File: src/rtl/pba_pkg.sv
// ----------------------------------------------------------------------------
// pba_pkg
// Shared widths, constants and helpers for the point bearing angle pipeline.
// ----------------------------------------------------------------------------
package pba_pkg;

    localparam int PBA_COORD_WIDTH     = 24;
    localparam int PBA_ANGLE_FRAC_BITS = 8;
    localparam int PBA_CORDIC_STAGES   = 16;

    // Result field widths: 180 degrees needs 8 integer bits and 90 degrees 7, plus a sign.
    localparam int AZ_W = PBA_ANGLE_FRAC_BITS + 9;
    localparam int EL_W = PBA_ANGLE_FRAC_BITS + 8;

    // CORDIC operand width, elevation normalised coordinate width.
    localparam int OP_W    = 33;
    localparam int NRM_W   = 32;
    localparam int NRM_MSB = 29;

    // Square root: radicand and root widths.
    localparam int SQ_IN_W  = 62;
    localparam int SQ_OUT_W = 31;

    // CORDIC datapath, angle accumulator (2^-32 turn) and normalisation target.
    localparam int CV_W   = 44;
    localparam int CV_MSB = 39;
    localparam int ANG_W  = 34;
    localparam int LOG_W  = 6;

    localparam logic signed [ANG_W-1:0] TURN_HALF    = ANG_W'(64'h0000_0000_8000_0000);
    localparam logic signed [ANG_W-1:0] TURN_QUARTER = ANG_W'(64'h0000_0000_4000_0000);

    // 360 degrees per 2^32 turn equals 45 per 2^29.
    localparam int DEG_SCALE    = 45;
    localparam int ROUND_SHIFT  = 29;
    localparam int AZ_LIMIT_DEG = 180;
    localparam int EL_LIMIT_DEG = 90;

    // atan(2^-i) in units of 2^-32 turn.
    localparam logic [31:0] ATAN_TURN [32] = '{
        32'h20000000, 32'h12E4051E, 32'h09FB385B, 32'h051111D4, 32'h028B0D43,
        32'h0145D7E1, 32'h00A2F61E, 32'h00517C55, 32'h0028BE53, 32'h00145F2F,
        32'h000A2F98, 32'h000517CC, 32'h00028BE6, 32'h000145F3, 32'h0000A2FA,
        32'h0000517D, 32'h000028BE, 32'h0000145F, 32'h00000A30, 32'h00000518,
        32'h0000028C, 32'h00000146, 32'h000000A3, 32'h00000051, 32'h00000029,
        32'h00000014, 32'h0000000A, 32'h00000005, 32'h00000003, 32'h00000001,
        32'h00000001, 32'h00000000
    };

    typedef struct packed {
        logic signed [OP_W-1:0]  az_y;
        logic signed [OP_W-1:0]  az_x;
        logic signed [NRM_W-1:0] el_y;
        logic                    zero;
    } t_side;

    // Position of the highest set bit; zero for an all-zero word.
    function automatic logic [LOG_W-1:0] lead_one(input logic [OP_W-1:0] v);
        logic [LOG_W-1:0] pos;
        pos = '0;
        for (int i = 0; i < OP_W; i++) begin
            if (v[i]) begin
                pos = LOG_W'(i);
            end
        end
        return pos;
    endfunction

endpackage

File: src/rtl/pba_deg.sv
// ----------------------------------------------------------------------------
// pba_deg
// Converts both angles from 2^-32 turn to rounded, clamped Q degrees.
// Two register stages; the second is the result register.
// ----------------------------------------------------------------------------
module pba_deg
    import pba_pkg::*;
(
    input  logic                    i_clk,
    input  logic                    i_rst_n,
    input  logic                    i_adv,
    input  logic                    i_vld,
    input  logic signed [ANG_W-1:0] i_az,
    input  logic signed [ANG_W-1:0] i_el,
    input  logic                    i_zero,
    output logic                    o_vld,
    output logic signed [AZ_W-1:0]  o_az,
    output logic signed [EL_W-1:0]  o_el,
    output logic                    o_zero
);

    localparam int PROD_W = ANG_W + 6;
    localparam int RW     = PROD_W + PBA_ANGLE_FRAC_BITS;
    localparam int QW     = RW + 1 - ROUND_SHIFT;
    localparam int SW     = (QW > AZ_W) ? QW : AZ_W;

    localparam logic [RW:0]   ROUND_HALF = (RW + 1)'(1) << (ROUND_SHIFT - 1);
    localparam logic [SW-1:0] AZ_LIM     = SW'(AZ_LIMIT_DEG) << PBA_ANGLE_FRAC_BITS;
    localparam logic [SW-1:0] EL_LIM     = SW'(EL_LIMIT_DEG) << PBA_ANGLE_FRAC_BITS;

    function automatic logic [SW-1:0] to_deg(input logic [PROD_W-1:0] prod,
                                             input logic neg,
                                             input logic [SW-1:0] limit);
        logic [RW:0]   rnd;
        logic [SW-1:0] q;
        rnd = {1'b0, prod, {PBA_ANGLE_FRAC_BITS{1'b0}}} + ROUND_HALF;
        q   = SW'(rnd[RW:ROUND_SHIFT]);
        if (q > limit) begin
            q = limit;
        end
        return neg ? -q : q;
    endfunction

    logic [ANG_W-1:0]  az_mag, el_mag;
    logic [PROD_W-1:0] r_az_prod, r_el_prod;
    logic              r_az_neg, r_el_neg, r_zero1, r_vld1;
    logic [SW-1:0]     n_az, n_el;
    logic [AZ_W-1:0]   r_az;
    logic [EL_W-1:0]   r_el;
    logic              r_zero, r_vld;

    assign az_mag = i_az[ANG_W-1] ? ANG_W'(-i_az) : ANG_W'(i_az);
    assign el_mag = i_el[ANG_W-1] ? ANG_W'(-i_el) : ANG_W'(i_el);
    assign n_az   = to_deg(r_az_prod, r_az_neg, AZ_LIM);
    assign n_el   = to_deg(r_el_prod, r_el_neg, EL_LIM);

    always_ff @(posedge i_clk) begin
        if (!i_rst_n) begin
            r_vld1 <= 1'b0;
            r_vld  <= 1'b0;
        end else if (i_adv) begin
            r_vld1 <= i_vld;
            r_vld  <= r_vld1;
        end
    end

    always_ff @(posedge i_clk) begin
        if (i_adv) begin
            r_az_prod <= PROD_W'(az_mag) * PROD_W'(DEG_SCALE);
            r_el_prod <= PROD_W'(el_mag) * PROD_W'(DEG_SCALE);
            r_az_neg  <= i_az[ANG_W-1];
            r_el_neg  <= i_el[ANG_W-1];
            r_zero1   <= i_zero;

            r_az   <= n_az[AZ_W-1:0];
            r_el   <= n_el[EL_W-1:0];
            r_zero <= r_zero1;
        end
    end

    assign o_vld  = r_vld;
    assign o_az   = r_az;
    assign o_el   = r_el;
    assign o_zero = r_zero;

endmodule

File: config.mk
export PLATFORM = sky130hd
export DESIGN_NAME = pba_deg
export DESIGN_NICKNAME = d
export VERILOG_FILES = /design/src/rtl/pba_pkg.sv /design/src/rtl/pba_deg.sv
export SDC_FILE = /design/constraint.sdc
export NUM_CORES = 1
export LEC_CHECK = 0
export BUFFER_PORTS_ARGS = -buffer_cell sky130_fd_sc_hd__buf_2
export CAP_MARGIN = 30
export CORE_MARGIN = 8
export CORE_UTILIZATION = 61
export DETAILED_ROUTE_END_ITERATION = 10
export PLACE_DENSITY = 0.92
export SLEW_MARGIN = 30
export SYNTH_ARGS = -nofsm -noshare
export SYNTH_HDL_FRONTEND = slang
export SYNTH_SLANG_ARGS = --single-unit
File: constraint.sdc
create_clock -name i_clk -period 8.66 [get_ports i_clk]
set_input_delay 0.866 -clock i_clk [delete_from_list [all_inputs] [get_ports i_clk]]
set_output_delay 0.866 -clock i_clk [all_outputs]
set_load 0.05 [all_outputs]
After elaboration in Yosys (flattened, before gate mapping) --
Cells that the tools add are included.
Cells by class: add/sub/neg operators 6, multipliers 2, order comparisons 2, multiplexer cells 6
Operator list (number):
- $add A48 B29 Y49 const B | 2
- $mul A34 B6 Y40 const B | 2
- $mux W34 | 2
- $neg A34 Y34 | 2
- $mux W17 | 2
- $mux W16 | 2
- $gt A20 B15 Y1 const B | 1
- $gt A20 B16 Y1 const B | 1
- $neg A17 Y17 | 1
- $neg A16 Y16 | 1
Storage, ports and cells: register bits 119, input port bits 73, output and inout bits 35, word-level logic and storage cells 26

Depth between registers and ports, before layout --
Gate-level depths: netlist of the first run.
depth in word-level cells 5, gate-level depth with buffers 25, gate-level depth less buffers 25

Worst setup path after synthesis of the first run --
No wires, ideal clock.
path type input-to-reg, start in i_el[5], end reg r_el_prod[39], data pin, library setup time 0.274 ns, data arrival time 6.565 ns, required time 8.386 ns, slack 1.822 ns, stages on the path 21, path buffers 1, cell sequence or4_4 > or3_1 > or4_1 > o41ai_1 > xnor2_1 > ha_1 > inv_1 > fa_1 > fa_1 > inv_1 > ha_1 > clkbuf_1 > and4_1 > nand4_1 > or2_2 > nor3_1 > o211ai_1 > a21boi_0 > nor2_1 > o41ai_1 > xor2_1
On the way: longest elaborated chain between the ends 3
RTL lines:
- from (decl) | RTL line pba_deg.sv:14 | input logic signed [ANG_W-1:0] i_el,
- $neg A34 Y34 | RTL line pba_deg.sv:53 | assign el_mag = i_el[ANG_W-1] ? ANG_W'(-i_el) : ANG_W'(i_el);
- $mux W34 * | RTL line pba_deg.sv:53
- $mul A34 B6 Y40 * | RTL line pba_deg.sv:70 | r_el_prod <= PROD_W'(el_mag) * PROD_W'(DEG_SCALE);
- to (signal assigned) | RTL line pba_deg.sv:70
- to (decl) | RTL line pba_deg.sv:45 | logic [PROD_W-1:0] r_az_prod, r_el_prod;
Mark *: on every way between the ends. The rest lies on a longest branch, timed or not. A chain may end at the register's enable or synchronous reset.

Worst setup path after layout of the first run --
Ends and elaborated chain as after synthesis.

==> results.yml, run 1 <==
outcome:
  outcome: "finished clean"
job:
  maxCapViolCount: 0
yosys:
  syn_inst: 1449
  synthFlopType: "edfxtp_1"
  synth_top_cell_area_share_pct: 17.9
  synth_area_sq_um: 12900
  synth_top_cell_by_area: "edfxtp_1"
  syn-num-nets: 1799
  ys_async_sr_fraction_pct: 0
  ys_warn_count: 0
  ys_ff_latch: 79
  synth_area_leaders: "edfxtp_1, fa_1, ha_1"
  syn-mean-instance-area_sq_um: 8.92
  ys_types: 68
  synth_edf_count: 77
  seq_area_frac_synth_pct: 18.2
die:
  start_util_pct: 61.9
  coreArea_sq_um: 20900
  row_count: 53
  dieArea_sq_um: 26100
  io_pins: 108
  die_w_um: 162
  chipHeight_um: 162
cells_and_area:
  layout_commonest_cell: "inv_1"
  regArea_sq_um: 2350
  drive_above_1_share_pct: 9.58
  fin_nets: 1890
  multi_input_comb_area_sq_um: 9420
  fill_cells: 1616
  areaGrowthSynthToFinish_pct: 8.85
  layout_common_cells: "inv_1, ha_1, xnor2_1, fa_1, buf_2"
  stdcell_count: 1823
route:
  antenna_left: 0
  drt_pass1_iterations: 5
  drc_errors: 0
  vias_per_cell: 5.65
  drt_iter0_drc: 616
  wl_per_cell_um: 14.7
  num_vias: 10292
  wl_mm: 26.9
clock_network:
  cts.sinks: 79
  htreeDepth: 3
  clk_pin_slew_ps: 60
  cts_root_buffer: "clkbuf_16"
  cts_buffer_depth: 2
  post_cts_buffers: 0
  clk_latency_ps: 340
  hold_buffers: 0
  cts_inserted_buffers: 9
  cts_resized: 0
  cts_tree: "done"
placement:
  port_buffers: 107
  detailed_place_hpwl_mm: 22.9
  place_congestion: 0.902
  placedCellCount: 1803
global_route:
  grt_pass1_vias: 10692
  grt_pass1_wl_mm: 46.6
  gr-total-overflow: 0
  grt_max_degree: 80
  antenna_found_initial: 6
  track_usage_pct: 20.8
sta:
  final.setup.tns_ps: 0
  setup_viol: 0
  max_freq_ghz: 0.141
  rsz0062_at_grt: "no"
  slew_headroom_pct: 50.2
  hold_violations: 0
  min_period_ps: 7110
  post-route-period-util_pct: 82.1
  tightest_slew_ps: 745
  drv_slew: 0
  fin_worst_skew_ps: 7.89
worst_setup_path:
  cp_max_fo: 8
  arrival_ps: 7180
  cp.required_ps: 8740
  worst_setup_path_end_kind: "flip-flop"
  crit_type: "in2reg"
  startpoint_type: "input pin"
pwr:
  p_leak_nw: 6.72
  peakVddDrop_v: 0.000163
  p_per_area_nw_per_um2: 325
min_path:
  hold_path_class: "reg2reg"
[synthesized netlist by cell type (29+ instances only)]
cell type,count
a21o_1,30
xnor2_1,120
nor2_1,51
edfxtp_1,77
fa_1,108
o21ai_0,63
a21oi_1,70
nand3_1,29
ha_1,169
nand2_1,87
inv_1,279
xor2_1,53
[power breakdown]
| part | leakage, nW | switching, mW | internal [mW] | total (mW) |
|---|---|---|---|---|
| sequential | 0.783 | 0.150 | 0.685 | 0.835 |
| clock | 0.152 | 0.151 | 0.253 | 0.404 |
| combinational | 5.79 | 1.92 | 1.42 | 3.33 |
[worst paths after layout]
kind / startpoint / cells past startpoint / endpoint / slack (ps)
setup reg to reg: r_el_prod[26] / 14 / o_el[10] / 3750
setup / recovery: i_el[5] / 22 / r_el_prod[39] / 1550
hold / removal: r_zero1 / 0 / o_zero / 420
hold reg to reg: r_zero1 / 0 / o_zero / 420
[logic make-up (layout without fill, tap and decap cells)]
logic type                 count (synthesis)  after routing  synth area share [%]
and+or+nand+nor                          322            322                  13.0
buffers and inverters                    309            405                  9.00
adders and majority gates                277            277                  33.1
AOI/OAI and AO/OA                        273            273                  13.7
xor gates and xnor gates                 173            173                  11.7
DFF                                       79             79                  18.2
muxes                                     16             16                  1.27
other                                      0              3                     0
[per-stage QoR]
step	cell area, sq um	hold WS [ps]	setup slack (ps)	total power, mW	utilization (%)
final	14100	424	1550	4.57	67.4
after global routing	14100	443	1230	5.06	67.4
after CTS	14000	429	1580	4.56	67.2
after detailed placement	13700	414	1220	4.12	65.6
after global placement	13700	404	1470	3.96	65.6
after floorplan	12900	400	1820	3.44	-
[worst max-delay path, cell delays in order]
cell	delay (ps)
buf_2	120
or4_4	540
or3_1	410
or4_1	540
or2_1	290
o21ai_0	260
xnor2_1	160
ha_1	330
inv_1	60
fa_1	500
fa_1	520
inv_1	40
ha_1	390
and4_1	240
nand4_1	120
or2_2	330
nor3_1	260
o211ai_1	190
a21boi_0	350
nor2_1	90
o41ai_1	430
xor2_1	110
[area by class of cell]
type | instances | share of cell area [%]
well taps | 275 | 2.45
inverters | 280 | 7.47
flip-flops and latches | 79 | 16.7
diodes | 3 | 0.0533
multi-input cells | 1061 | 67.0
clock buffers | 9 | 1.60
repair buffers | 109 | 4.07
clock inverters | 7 | 0.694
[metal layers]
layer	vias to the layer above	part of all wire, %	track usage [%]
li1	5133	-	-
met1	4858	43	24.8
met2	249	51	38.0
met3	46	4.5	3.39
met4	6	1.9	6.06
met5	-	0.15	0
[state kept, by name, summed over array words and instances (netlist names)]
signal	flops
o_az	17
r_az_neg	1
r_az_prod	20
o_zero	1
r_el_prod	20
o_el	16
o_vld	1
r_zero1	1
r_el_neg	1
r_vld1	1
No activity file was read; power rests on OpenSTA's default activity.
==> run 2: changes to the inputs <==
==> constraint.sdc (replaced) <==
create_clock -name i_clk -period 6.8 [get_ports i_clk]
set_input_delay 0.68 -clock i_clk [delete_from_list [all_inputs] [get_ports i_clk]]
set_output_delay 0.68 -clock i_clk [all_outputs]
set_load 0.05 [all_outputs]
==> run 2 against run 1 <==
Compared with the run above: routed wire length up 4.0%; highest routed layer unchanged; non-clock buffer count up 25; clock-buffer cell count unchanged; global-route usage up 0.25 points; largest cell class unchanged; final area up 1.5%.
==> results.yml, run 2 (synthesis gave the netlist of run 1 again) <==
clock_network:
  clk_latency_ps: 340
  cts.sinks: 79
  clk_pin_slew_ps: 60
  hold_buffers: 0
  cts_buffer_depth: 2
  cts_inserted_buffers: 9
  post_cts_buffers: 0
  cts_root_buffer: "clkbuf_16"
  cts_tree: "done"
  htreeDepth: 3
cells_and_area:
  stdcell_count: 1847
  post-route-util_pct: 68.4
  layout_commonest_cell: "inv_1"
  fin_nets: 1915
  areaGrowthSynthToFinish_pct: 10.5
  layout_common_cells: "inv_1, ha_1, xnor2_1, fa_1, buf_2"
  drive_above_1_share_pct: 11.5
sta:
  max_freq_ghz: 0.152
  post-route-period-util_pct: 96.7
  postLayoutSetupSlackWorst_ps: 222
  setup_viol: 0
  fin_worst_skew_ps: 10.3
  min_period_ps: 6580
  drv_slew: 0
  hold_violations: 0
  tightest_slew_ps: 776
  holdWs_ps: 427
  slew_headroom_pct: 48.2
route:
  drc_errors: 0
  drt_pass1_iterations: 5
  wl_per_cell_um: 15.1
  vias_per_cell: 5.72
  num_vias: 10563
  wl_mm: 28.0
  antenna_left: 0
  drt_iter0_drc: 692
worst_setup_path:
  crit_type: "in2reg"
  cp.required_ps: 6890
  critPathLaunch: "i_az[9]"
  endpoint: "r_az_prod[38]"
  cp_max_fo: 6
  rr_worst_depth: 14
  r2r-start: "r_el_prod[26]"
  rrSetupSlack_ps: 1720
  r2r-end: "o_el[10]"
  arrival_ps: 6670
  startpoint_type: "input pin"
  worst_setup_path_end_kind: "flip-flop"
die:
  dieArea_sq_um: 26100
  io_pins: 108
  coreArea_sq_um: 20900
  row_count: 53
  chipHeight_um: 162
  die_w_um: 162
  start_util_pct: 61.9
placement:
  place_congestion: 0.960
  port_buffers: 107
  detailed_place_hpwl_mm: 23.9
  placedCellCount: 1829
  dp_worst_setup_slack_ps: -160
global_route:
  gr-total-overflow: 0
  antenna_found_initial: 6
  track_usage_pct: 21.1
  grt_pass1_vias: 10884
  grt_pass1_wl_mm: 46.9
  grt_max_degree: 80
outcome:
  outcome: "finished clean"
job:
  maxCapViolCount: 0
pwr:
  p_leak_nw: 6.83
  p_total_mw: 6.01
  peakVddDrop_v: 0.000177
  p_per_area_nw_per_um2: 421
min_path:
  hold_path_class: "reg2reg"
[run 2: cell type report]
| type | count | area, sq um |
|---|---|---|
| Multi-Input combinational cell | 1061 | 9470 |
| Fill cell | 1509 | 6600 |
| Sequential cell | 79 | 2350 |
| Inverter | 280 | 1050 |
| Timing Repair Buffer | 134 | 744 |
| Tap cell | 275 | 344 |
| Clock buffer | 9 | 225 |
| Clock inverter | 7 | 97.6 |
| Antenna cell | 2 | 5.00 |
[run 2: what timing repair did]
item                                    CTS  global route
hold endpoints to repair                  0             0
resized for setup                         0            10
endpoints found under the setup margin    0             6
[run 2: layer usage]
metal	part of all wire [%]	wire length (um)	global-route usage [%]	vias up
met5	0.19	53	0	-
met4	3.0	843	7.79	8
met3	5.2	1440	3.67	73
met2	51	14200	38.5	336
met1	41	11500	24.2	4967
li1	-	-	-	5179
[run 2: worst max-delay path, cell delays in order]
cell	delay (ps)
buf_2	120
or4_1	580
or4_1	510
or3_1	350
or4_1	550
o31ai_2	270
xnor2_1	200
ha_1	300
inv_1	90
fa_1	450
fa_1	530
inv_1	50
ha_1	300
a21o_1	160
a21o_1	170
a21o_1	170
a211oi_1	240
o31ai_1	120
a31o_2	260
a211o_1	300
a21oi_1	190
xnor2_1	80
[run 2: where the power goes]
part / internal [mW] / switching, mW / total, mW
logic: 1.93 / 2.50 / 4.43
registers: 0.873 / 0.196 / 1.07
clock network: 0.321 / 0.191 / 0.512
total: 3.12 / 2.89 / 6.01
[run 2: worst min-delay path by stage]
stage                        from     end  slack (ps)  cells past startpoint
after floorplan           r_zero1  o_zero         400                      0
after global placement    r_zero1  o_zero         400                      0
after detailed placement  r_zero1  o_zero         410                      0
after CTS                 r_zero1  o_zero         430                      0
after global routing      r_zero1  o_zero         440                      0
final                     r_zero1  o_zero         430                      0
[run 2: per-stage QoR]
stage / area [sq um] / setup TNS (ps)
global route: 14300 / -17.5
detailed placement: 13900 / -642
floorplan: 12900 / 0
global placement: 13900 / 0
finish: 14300 / 0
CTS: 14200 / 0
